## config.mk

```make
export PLATFORM = sky130hd
export DESIGN_NAME = bde_cell
export DESIGN_NICKNAME = d
export VERILOG_FILES = /design/src/rtl/core/bde_pkg.sv /design/src/rtl/core/bde_cell.sv
export SDC_FILE = /design/constraint.sdc
export NUM_CORES = 1
export LEC_CHECK = 0
export ABC_AREA = 1
export BUFFER_PORTS_ARGS = -buffer_cell sky130_fd_sc_hd__buf_2
export CAP_MARGIN = 20
export CORE_UTILIZATION = 39
export DETAILED_ROUTE_END_ITERATION = 10
export GPL_TIMING_DRIVEN = 0
export PLACE_DENSITY = 0.79
export REMOVE_ABC_BUFFERS = 1
export SLEW_MARGIN = 20
export SYNTH_ARGS = -nofsm -noshare
export SYNTH_HDL_FRONTEND = slang
export SYNTH_SLANG_ARGS = --single-unit
export TNS_END_PERCENT = 100
```

## constraint.sdc

```tcl
create_clock -name clk_i -period 4.3 [get_ports clk_i]
set_input_delay 0.86 -clock clk_i [delete_from_list [all_inputs] [get_ports clk_i]]
set_output_delay 0.86 -clock clk_i [all_outputs]
set_load 0.05 [all_outputs]
```

## src/rtl/core/bde_pkg.sv

```systemverilog
// ----------------------------------------------------------------------------
// bde_pkg
// shared types, codes and word conversions for the bounded double-ended array
// ----------------------------------------------------------------------------
package bde_pkg;

  // capacity and stored word width
  localparam int unsigned DEPTH     = 64;
  localparam int unsigned WORD_BITS = 32;

  // derived widths
  localparam int unsigned IDX_W = (DEPTH > 1) ? $clog2(DEPTH) : 1;
  localparam int unsigned CNT_W = $clog2(DEPTH + 1);

  // gather tree: cells per first-level group and number of groups
  localparam int unsigned GRP  = 8;
  localparam int unsigned NGRP = (DEPTH + GRP - 1) / GRP;

  // operation codes
  localparam logic [2:0] OP_PUSH_BACK  = 3'd0;
  localparam logic [2:0] OP_PUSH_FRONT = 3'd1;
  localparam logic [2:0] OP_POP_BACK   = 3'd2;
  localparam logic [2:0] OP_POP_FRONT  = 3'd3;
  localparam logic [2:0] OP_READ       = 3'd4;

  // error codes
  localparam logic [1:0] ERR_OK    = 2'd0;
  localparam logic [1:0] ERR_FULL  = 2'd1;
  localparam logic [1:0] ERR_EMPTY = 2'd2;
  localparam logic [1:0] ERR_RANGE = 2'd3;

  typedef logic [WORD_BITS-1:0] word_t;
  typedef logic [IDX_W-1:0]     idx_t;
  typedef logic [CNT_W-1:0]     cnt_t;

  // input transaction
  typedef struct packed {
    logic [2:0]         op;
    logic signed [31:0] value;
    logic [5:0]         index;
  } in_t;

  // result transaction
  typedef struct packed {
    logic signed [31:0] read_word;
    logic signed [31:0] front_word;
    logic signed [31:0] back_word;
    logic [6:0]         count;
    logic               is_empty;
    logic               is_full;
    logic [1:0]         error_code;
  } out_t;

  // per-cycle control broadcast to every cell
  typedef struct packed {
    logic shift_up;
    logic shift_down;
    logic wr_en;
    idx_t wr_idx;
  } cell_ctrl_t;

  // sign extend the input value and keep the stored width
  function automatic word_t to_word(logic signed [31:0] v);
    logic signed [63:0] ext;
    ext = 64'(v);
    return ext[WORD_BITS-1:0];
  endfunction

  // low 32 bits of a stored word, zero extended when narrower
  function automatic logic [31:0] to_out(word_t w);
    logic [63:0] ext;
    ext = 64'(w);
    return ext[31:0];
  endfunction

endpackage

```

## src/rtl/core/bde_cell.sv

```systemverilog
// ----------------------------------------------------------------------------
// bde_cell
// one storage slot of the shift array with its read and back taps
// ----------------------------------------------------------------------------
module bde_cell (
  input  logic                clk_i,
  input  bde_pkg::cell_ctrl_t ctrl_i,
  input  bde_pkg::idx_t       my_idx_i,
  input  bde_pkg::word_t      val_i,
  input  bde_pkg::word_t      lower_i,
  input  bde_pkg::word_t      upper_i,
  input  logic                rd_en_i,
  input  bde_pkg::idx_t       rd_idx_i,
  input  logic                bk_en_i,
  input  bde_pkg::idx_t       bk_idx_i,
  output bde_pkg::word_t      word_o,
  output bde_pkg::word_t      rd_word_o,
  output bde_pkg::word_t      bk_word_o
);
  import bde_pkg::*;

  word_t word_q;
  word_t word_d;

  // shift from a neighbor or load the pushed word
  always_comb begin
    word_d = word_q;
    if (ctrl_i.shift_up) begin
      word_d = lower_i;
    end else if (ctrl_i.shift_down) begin
      word_d = upper_i;
    end else if (ctrl_i.wr_en && (ctrl_i.wr_idx == my_idx_i)) begin
      word_d = val_i;
    end
  end

  always_ff @(posedge clk_i) begin
    word_q <= word_d;
  end

  // taps gated by position match, merged by the gather tree
  assign word_o    = word_q;
  assign rd_word_o = (rd_en_i && (rd_idx_i == my_idx_i)) ? word_q : '0;
  assign bk_word_o = (bk_en_i && (bk_idx_i == my_idx_i)) ? word_q : '0;

endmodule

```

==> results of run 1 <==
-- power by group --
part / switching [mW] / leakage (nW) / internal [mW]
Combinational: 0.304 / 1.82 / 0.114
Sequential: 0.0193 / 0.324 / 0.389
Clock: 0.108 / 0.0410 / 0.110
-- metrics by stage --
stage	TNS, ns	instance area, sq um	power, mW	setup slack, ns
6_report	0	4090	1.04	0.949
5_1_grt	0	4090	1.10	0.802
4_1_cts	0	4060	1.05	0.958
3_5_place_dp	0	3990	0.829	0.970
3_3_place_gp	-29.74	3920	0.815	-0.931
2_1_floorplan	-0.0533	2690	0.686	-0.0267
-- routing by layer --
metal / GRT usage / vias to the layer above / share of wire
li1: - / 1585 / -
met1: 0.244 / 1479 / 0.39
met2: 0.410 / 146 / 0.53
met3: 0.0405 / 17 / 0.065
met4: 0.0700 / 0 / 0.018
met5: 0 / - / 0
-- logic make-up (layout without fill, tap and decap cells) --
group                  Yosys count  count (layout)  share of synthesized area
AOI/OAI and AO/OA               70              70                      0.127
buffers and inverters           81             289                      0.138
DFF                             32              32                      0.335
and+or+nand+nor                186             186                      0.400
-- worst min path at each step --
stage	from	endpoint
after floorplan	lower_i[0]	word_o[0]
after global placement	lower_i[7]	word_o[7]
after detailed placement	lower_i[30]	word_o[30]
after CTS	lower_i[25]	word_o[25]
after global routing	lower_i[30]	word_o[30]
final	lower_i[11]	word_o[11]
-- worst max-delay path, stage by stage --
cell and delay [ns]:
buf_2 0.13, inv_2 0.06, nor2_1 0.04, nor2_1 0.12, nand3_2 0.42, buf_16 0.35, nor3_2 0.17, buf_2 0.31
-- cell type report --
type / instances / area, sq um
Fill cell: 638 / 2850
Clock inverter: 1 / 5.00
Tap cell: 96 / 120
Inverter: 58 / 218
Multi-Input combinational cell: 256 / 1530
Sequential cell: 32 / 961
Clock buffer: 6 / 72.6
Timing Repair Buffer: 224 / 1190
-- placed cells by master, fill, tap and decap left out, types with 2 or more instances in the layout --
cell | synthesis | final
nand3_1 | 3 | 2
nand2_2 | 3 | 3
a21oi_1 | 65 | 65
clkbuf_8 | 0 | 5
inv_2 | 5 | 5
buf_16 | 0 | 3
nor2_4 | 32 | 32
inv_1 | 53 | 53
edfxtp_1 | 32 | 32
nor3_2 | 30 | 30
buf_2 | 8 | 221
nor3_1 | 2 | 2
nand2_1 | 73 | 73
nor2_1 | 42 | 42
==> flow_summary_export.csv, run 1 <==
group,metric,value,unit
status,outcome,"completed",
final_layout,largest_reg_flops,32,
min_path,holdPathStages,3,
cts,cts_buffers,5,
timing,finalCritPeriodShare,0.779,
yosys,synth_most_common_cell,"nand2_1",
yosys,avgSynthCellArea,7.77,sq um
drt,wire_per_inst,13.4,microns
yosys,syn-cell-area,2870,sq um
timing,slew_violations,0,
setup_path,cp_data_arrival_time,2.49,ns
drt,dr.pass1.iters,4,
cts,path_clk_slew,0.07,ns
setup_path,crit_path_end_kind,"output port",
timing,setup_viol,0,
yosys,yosysWarnings,0,
placement,io_buffers,221,
drt,antenna_left,0,
setup_path,crit_start,"my_idx_i[2]",
placement,dp_hpwl,6800,microns
final_layout,drive_gt1_frac,0.529,
cts,clock_path_buffers,2,
setup_path,required,3.44,ns
yosys,synthDistinctLibCells,21,
floorplan,die_height,87.8,microns
yosys,netlist_instances,369,
setup_path,cp-start-kind,"primary input",
drt,drt-initial-drc-count,99,
final_layout,num-nets-final,703,
final_layout,layoutNonFillerInstCount,673,
floorplan,fp.dieArea,7700,sq um
cts,post-cts-setup-buffers,0,
floorplan,rows,30,
global_routing,grt-ovfl-total,0,
timing,hold_viol,0,
cts,h-tree-depth,2,
yosys,synth_top_area_share,0.335,
power,leakagePower,2.18,nW
cts,cts_tree,"built",
yosys,synth_ff_type,"edfxtp_1",
drt,route.detailed.drc,0,
cts,cts_sinks,32,
placement,gp_congestion,0.825,
global_routing,grt_max_degree,35,
timing,layout_min_cycle_time,3.35,ns
floorplan,die_x,87.8,microns
cts,postCtsHoldBufs,0,
global_routing,grt_pass1_wl,12900,microns
floorplan,initial_core_util,0.413,
final_layout,post-route-util,0.589,
yosys,ys_seq_area_frac,0.335,
timing,whs,0.905,ns
drt,vias_per_cell,4.79,
power,power_density,255,nW/um^2
setup_path,cp_max_fo,20,
placement,placedCellCount,665,
final_layout,syn_to_final_growth,42.7,%
cts,cts_resized,0,
flow_run,cap_violations,0,
yosys,ys_seq_elements,32,
cts,root_buffer,"clkbuf_8",
drt,finalWirelength,9030,microns
timing,rsz0062_at_grt,"no",
yosys,yosys-top-cells-area,"edfxtp_1 34%, nor2_4 13%, a21oi_1 11%",
min_path,hold_class,"in -> reg",
power,ir_drop,136,uV
setup_path,crit_type,"in -> out",
global_routing,antenna_found_initial,0,
global_routing,grt_pass1_vias,2901,
floorplan,core_region_area,6940,sq um
final_layout,diodes,0,
setup_path,crit_end,"rd_word_o[11]",
yosys,synth_edf_count,32,
global_routing,track_usage,0.217,
timing,worstMarginPinSlew,1.04,ns
floorplan,io_pins,222,
yosys,async_reset_ff_frac,0,
yosys,ys_top_cells_by_count,"73 x nand2_1, 65 x a21oi_1, 53 x inv_1",
timing,clock.fmax,0.298,GHz
timing,slew_headroom,0.308,
yosys,yosysTopAreaCell,"edfxtp_1",
drt,via_count,3227,
(Power assumes the default switching activity.)
==> inputs of run 2 (changes only) <==
--- a/config.mk
+++ b/config.mk
@@ -5,13 +5,13 @@
 export SDC_FILE = /design/constraint.sdc
 export NUM_CORES = 1
 export LEC_CHECK = 0
-export ABC_AREA = 1
+export ABC_AREA = 0
 export BUFFER_PORTS_ARGS = -buffer_cell sky130_fd_sc_hd__buf_2
 export CAP_MARGIN = 20
-export CORE_UTILIZATION = 39
+export CORE_UTILIZATION = 36
 export DETAILED_ROUTE_END_ITERATION = 10
 export GPL_TIMING_DRIVEN = 0
-export PLACE_DENSITY = 0.79
+export PLACE_DENSITY = 0.78
 export REMOVE_ABC_BUFFERS = 1
 export SLEW_MARGIN = 20
 export SYNTH_ARGS = -nofsm -noshare
==> constraint.sdc (replaced) <==
create_clock -name clk_i -period 2.9 [get_ports clk_i]
set_input_delay 0.58 -clock clk_i [delete_from_list [all_inputs] [get_ports clk_i]]
set_output_delay 0.58 -clock clk_i [all_outputs]
set_load 0.05 [all_outputs]
==> run 2 against run 1 <==
Against the previous run:
- sequential cell count stayed put
- largest power group unchanged
- largest cell class unchanged
- core utilization fell by 4.5 points
- critical path depth is 3 lower
- via count is 14% lower
- hold slack lost 0.33 ns
- sequential power rose by 48%
- design area is 3.5% lower
==> flow_summary_export.csv, run 2 <==
group,metric,value,unit
floorplan,fp.dieArea,7890,sq um
global_routing,track_usage,0.191,
global_routing,antenna_found_initial,0,
setup_path,crit_family,"simple AND/OR/NAND/NOR gates",
floorplan,rows,31,
floorplan,die_height,88.8,microns
setup_path,required,2.32,ns
timing,layout_min_cycle_time,2.88,ns
yosys,yosysTopAreaCell,"edfxtp_1",
placement,placedCellCount,574,
min_path,hold_class,"in -> reg",
timing,clock.fmax,0.347,GHz
power,ir_drop,188,uV
yosys,yosysWarnings,0,
yosys,ys_seq_area_frac,0.354,
setup_path,cp_data_arrival_time,2.30,ns
timing,setup_viol,0,
setup_path,cp-start-kind,"primary input",
power,power_density,390,nW/um^2
floorplan,io_pins,222,
min_path,holdPathStages,3,
status,outcome,"completed",
setup_path,cp_slowest_cell,"nand4_4",
yosys,ys_seq_elements,32,
timing,setup-tns-final,0,ns
final_layout,nFillCells,701,
yosys,syn-cell-area,2710,sq um
drt,wire_per_inst,14.5,microns
setup_path,cp_max_fo,32,
setup_path,crit_path_end_kind,"output port",
setup_path,cp_common_cell,"buf_2",
floorplan,core_region_area,7250,sq um
timing,hold_viol,0,
min_path,min_to,"word_o[29]",
final_layout,layoutNonFillerInstCount,583,
global_routing,grt_max_degree,66,
setup_path,cp_num_buf_inv,2,
setup_path,crit_type,"in -> out",
setup_path,cpPeakStageDelay,0.64,ns
drt,dr.pass1.iters,4,
final_layout,post-route-util,0.544,
yosys,async_reset_ff_frac,0,
yosys,synthDistinctLibCells,19,
yosys,synth_edf_count,32,
yosys,synth_ff_type,"edfxtp_1",
final_layout,largest_reg_flops,32,
final_layout,syn_to_final_growth,45.5,%
timing,slew_violations,0,
cts,cts_tree,"built",
floorplan,die_x,88.8,microns
cts,cts_sinks,32,
cts,clock_path_buffers,2,
floorplan,initial_core_util,0.374,
cts,path_clk_slew,0.06,ns
final_layout,drive_gt1_frac,0.618,
yosys,ys_top_cells_by_count,"60 x nor3_2, 32 x edfxtp_1, 32 x inv_1, 32 x mux2i_1, 32 x nand2_1",
drt,vias_per_cell,4.76,
global_routing,grt_pass1_wl,11400,microns
yosys,avgSynthCellArea,9.98,sq um
yosys,synth_most_common_cell,"nor3_2",
setup_path,crit_cells,5,
cts,root_buffer,"clkbuf_8",
placement,dp_hpwl,6070,microns
final_layout,mostFrequentLayoutCell,"buf_2",
setup_path,cp_cell_sequence,"buf_2 > xnor2_1 > nand4_4 > nor3_1 > buf_2",
final_layout,num-nets-final,610,
cts,cts_buffers,5,
final_layout,final_cell_mix,"224 x buf_2, 60 x nor3_2",
drt,route.detailed.drc,0,
timing,finalCritPeriodShare,0.992,
timing,worstMarginPinSlew,0.997,ns
drt,via_count,2773,
power,leakagePower,1.95,nW
drt,antenna_left,0,
global_routing,grt_pass1_vias,2520,
final_layout,diodes,0,
placement,io_buffers,221,
drt,finalWirelength,8430,microns
power,power,1.54,mW
flow_run,cap_violations,0,
placement,gp_congestion,0.745,
cts,postCtsHoldBufs,0,
min_path,min_from,"lower_i[29]",
yosys,yosys-top-cells-area,"edfxtp_1 35%, nor3_2 22%, mux2i_1 12%",
drt,drt-initial-drc-count,105,
timing,rsz0062_at_grt,"yes",
yosys,synth_top_area_share,0.354,
yosys,netlist_instances,272,
timing,slew_headroom,0.336,
cts,h-tree-depth,2,
global_routing,grt-ovfl-total,0,
## run 2: cell types whose count changed after synthesis, moves of 16 or more
cell | previous run | this run
nor2_1 | 42 | 1
o21ai_1 | 0 | 16
inv_1 | 53 | 32
mux2i_1 | 0 | 32
a21oi_1 | 65 | 0
nor2_4 | 32 | 0
nand2_1 | 73 | 32
nor3_2 | 30 | 60
## run 2: area by class of cell
type / instances / area (sq um) / share of cell area
multi-input combinational: 186 / 1510 / 0.383
sequential: 32 / 961 / 0.243
clock buffer: 5 / 68.8 / 0.0174
timing repair buffer: 227 / 1160 / 0.293
clock inverter: 2 / 7.51 / 0.00190
tap: 99 / 124 / 0.0314
inverter: 32 / 120 / 0.0304
## run 2: stage by stage
step                hold slack [ns]  worst slack [ns]  instance area [sq um]
CTS                           0.568           -0.0111                   3900
global placement              0.857             -3.66                   3750
floorplan                     0.767             -1.75                   2520
global route                  0.570           -0.0501                   3950
detailed placement            0.857            -0.334                   3810
finish                        0.575            0.0218                   3950
## run 2: report_power, final
part           switching, mW  total, mW  internal (mW)  leakage (nW)
clock                  0.153      0.311          0.158        0.0391
sequential            0.0286      0.605          0.576         0.330
combinational          0.449      0.623          0.174          1.58
total                  0.631       1.54          0.908          1.95
## run 2: repair_timing
| action | 4_1_cts | 5_1_grt |
|---|---|---|
| pin swaps | 1 | 3 |
| gates cloned | 0 | 1 |
| setup buffers | 0 | 1 |
| setup endpoints to repair | 64 | 37 |
| resized for setup | 2 | 2 |
## run 2: worst max-delay path by stage
stage / start / to
after floorplan: my_idx_i[4] / word_o[0]
after global placement: my_idx_i[3] / word_o[3]
after detailed placement: my_idx_i[0] / rd_word_o[0]
after CTS: my_idx_i[0] / bk_word_o[16]
after global routing: my_idx_i[4] / rd_word_o[31]
final: my_idx_i[4] / rd_word_o[0]
## run 2: cell families after synthesis
family / count (synthesis) / share of synthesized area
compound gates: 33 / 0.0622
flops: 32 / 0.354
mux: 32 / 0.118
buf+inv: 55 / 0.114
xor+xnor: 18 / 0.0581
simple gates: 102 / 0.293
## run 2: layer usage
metal | global-route usage | vias to the layer above | wire length (microns)
met4 | 0.0455 | 0 | 61
met5 | 0 | - | 0
li1 | - | 1366 | -
met1 | 0.199 | 1244 | 3170
met3 | 0.0457 | 7 | 694
met2 | 0.381 | 156 | 4510
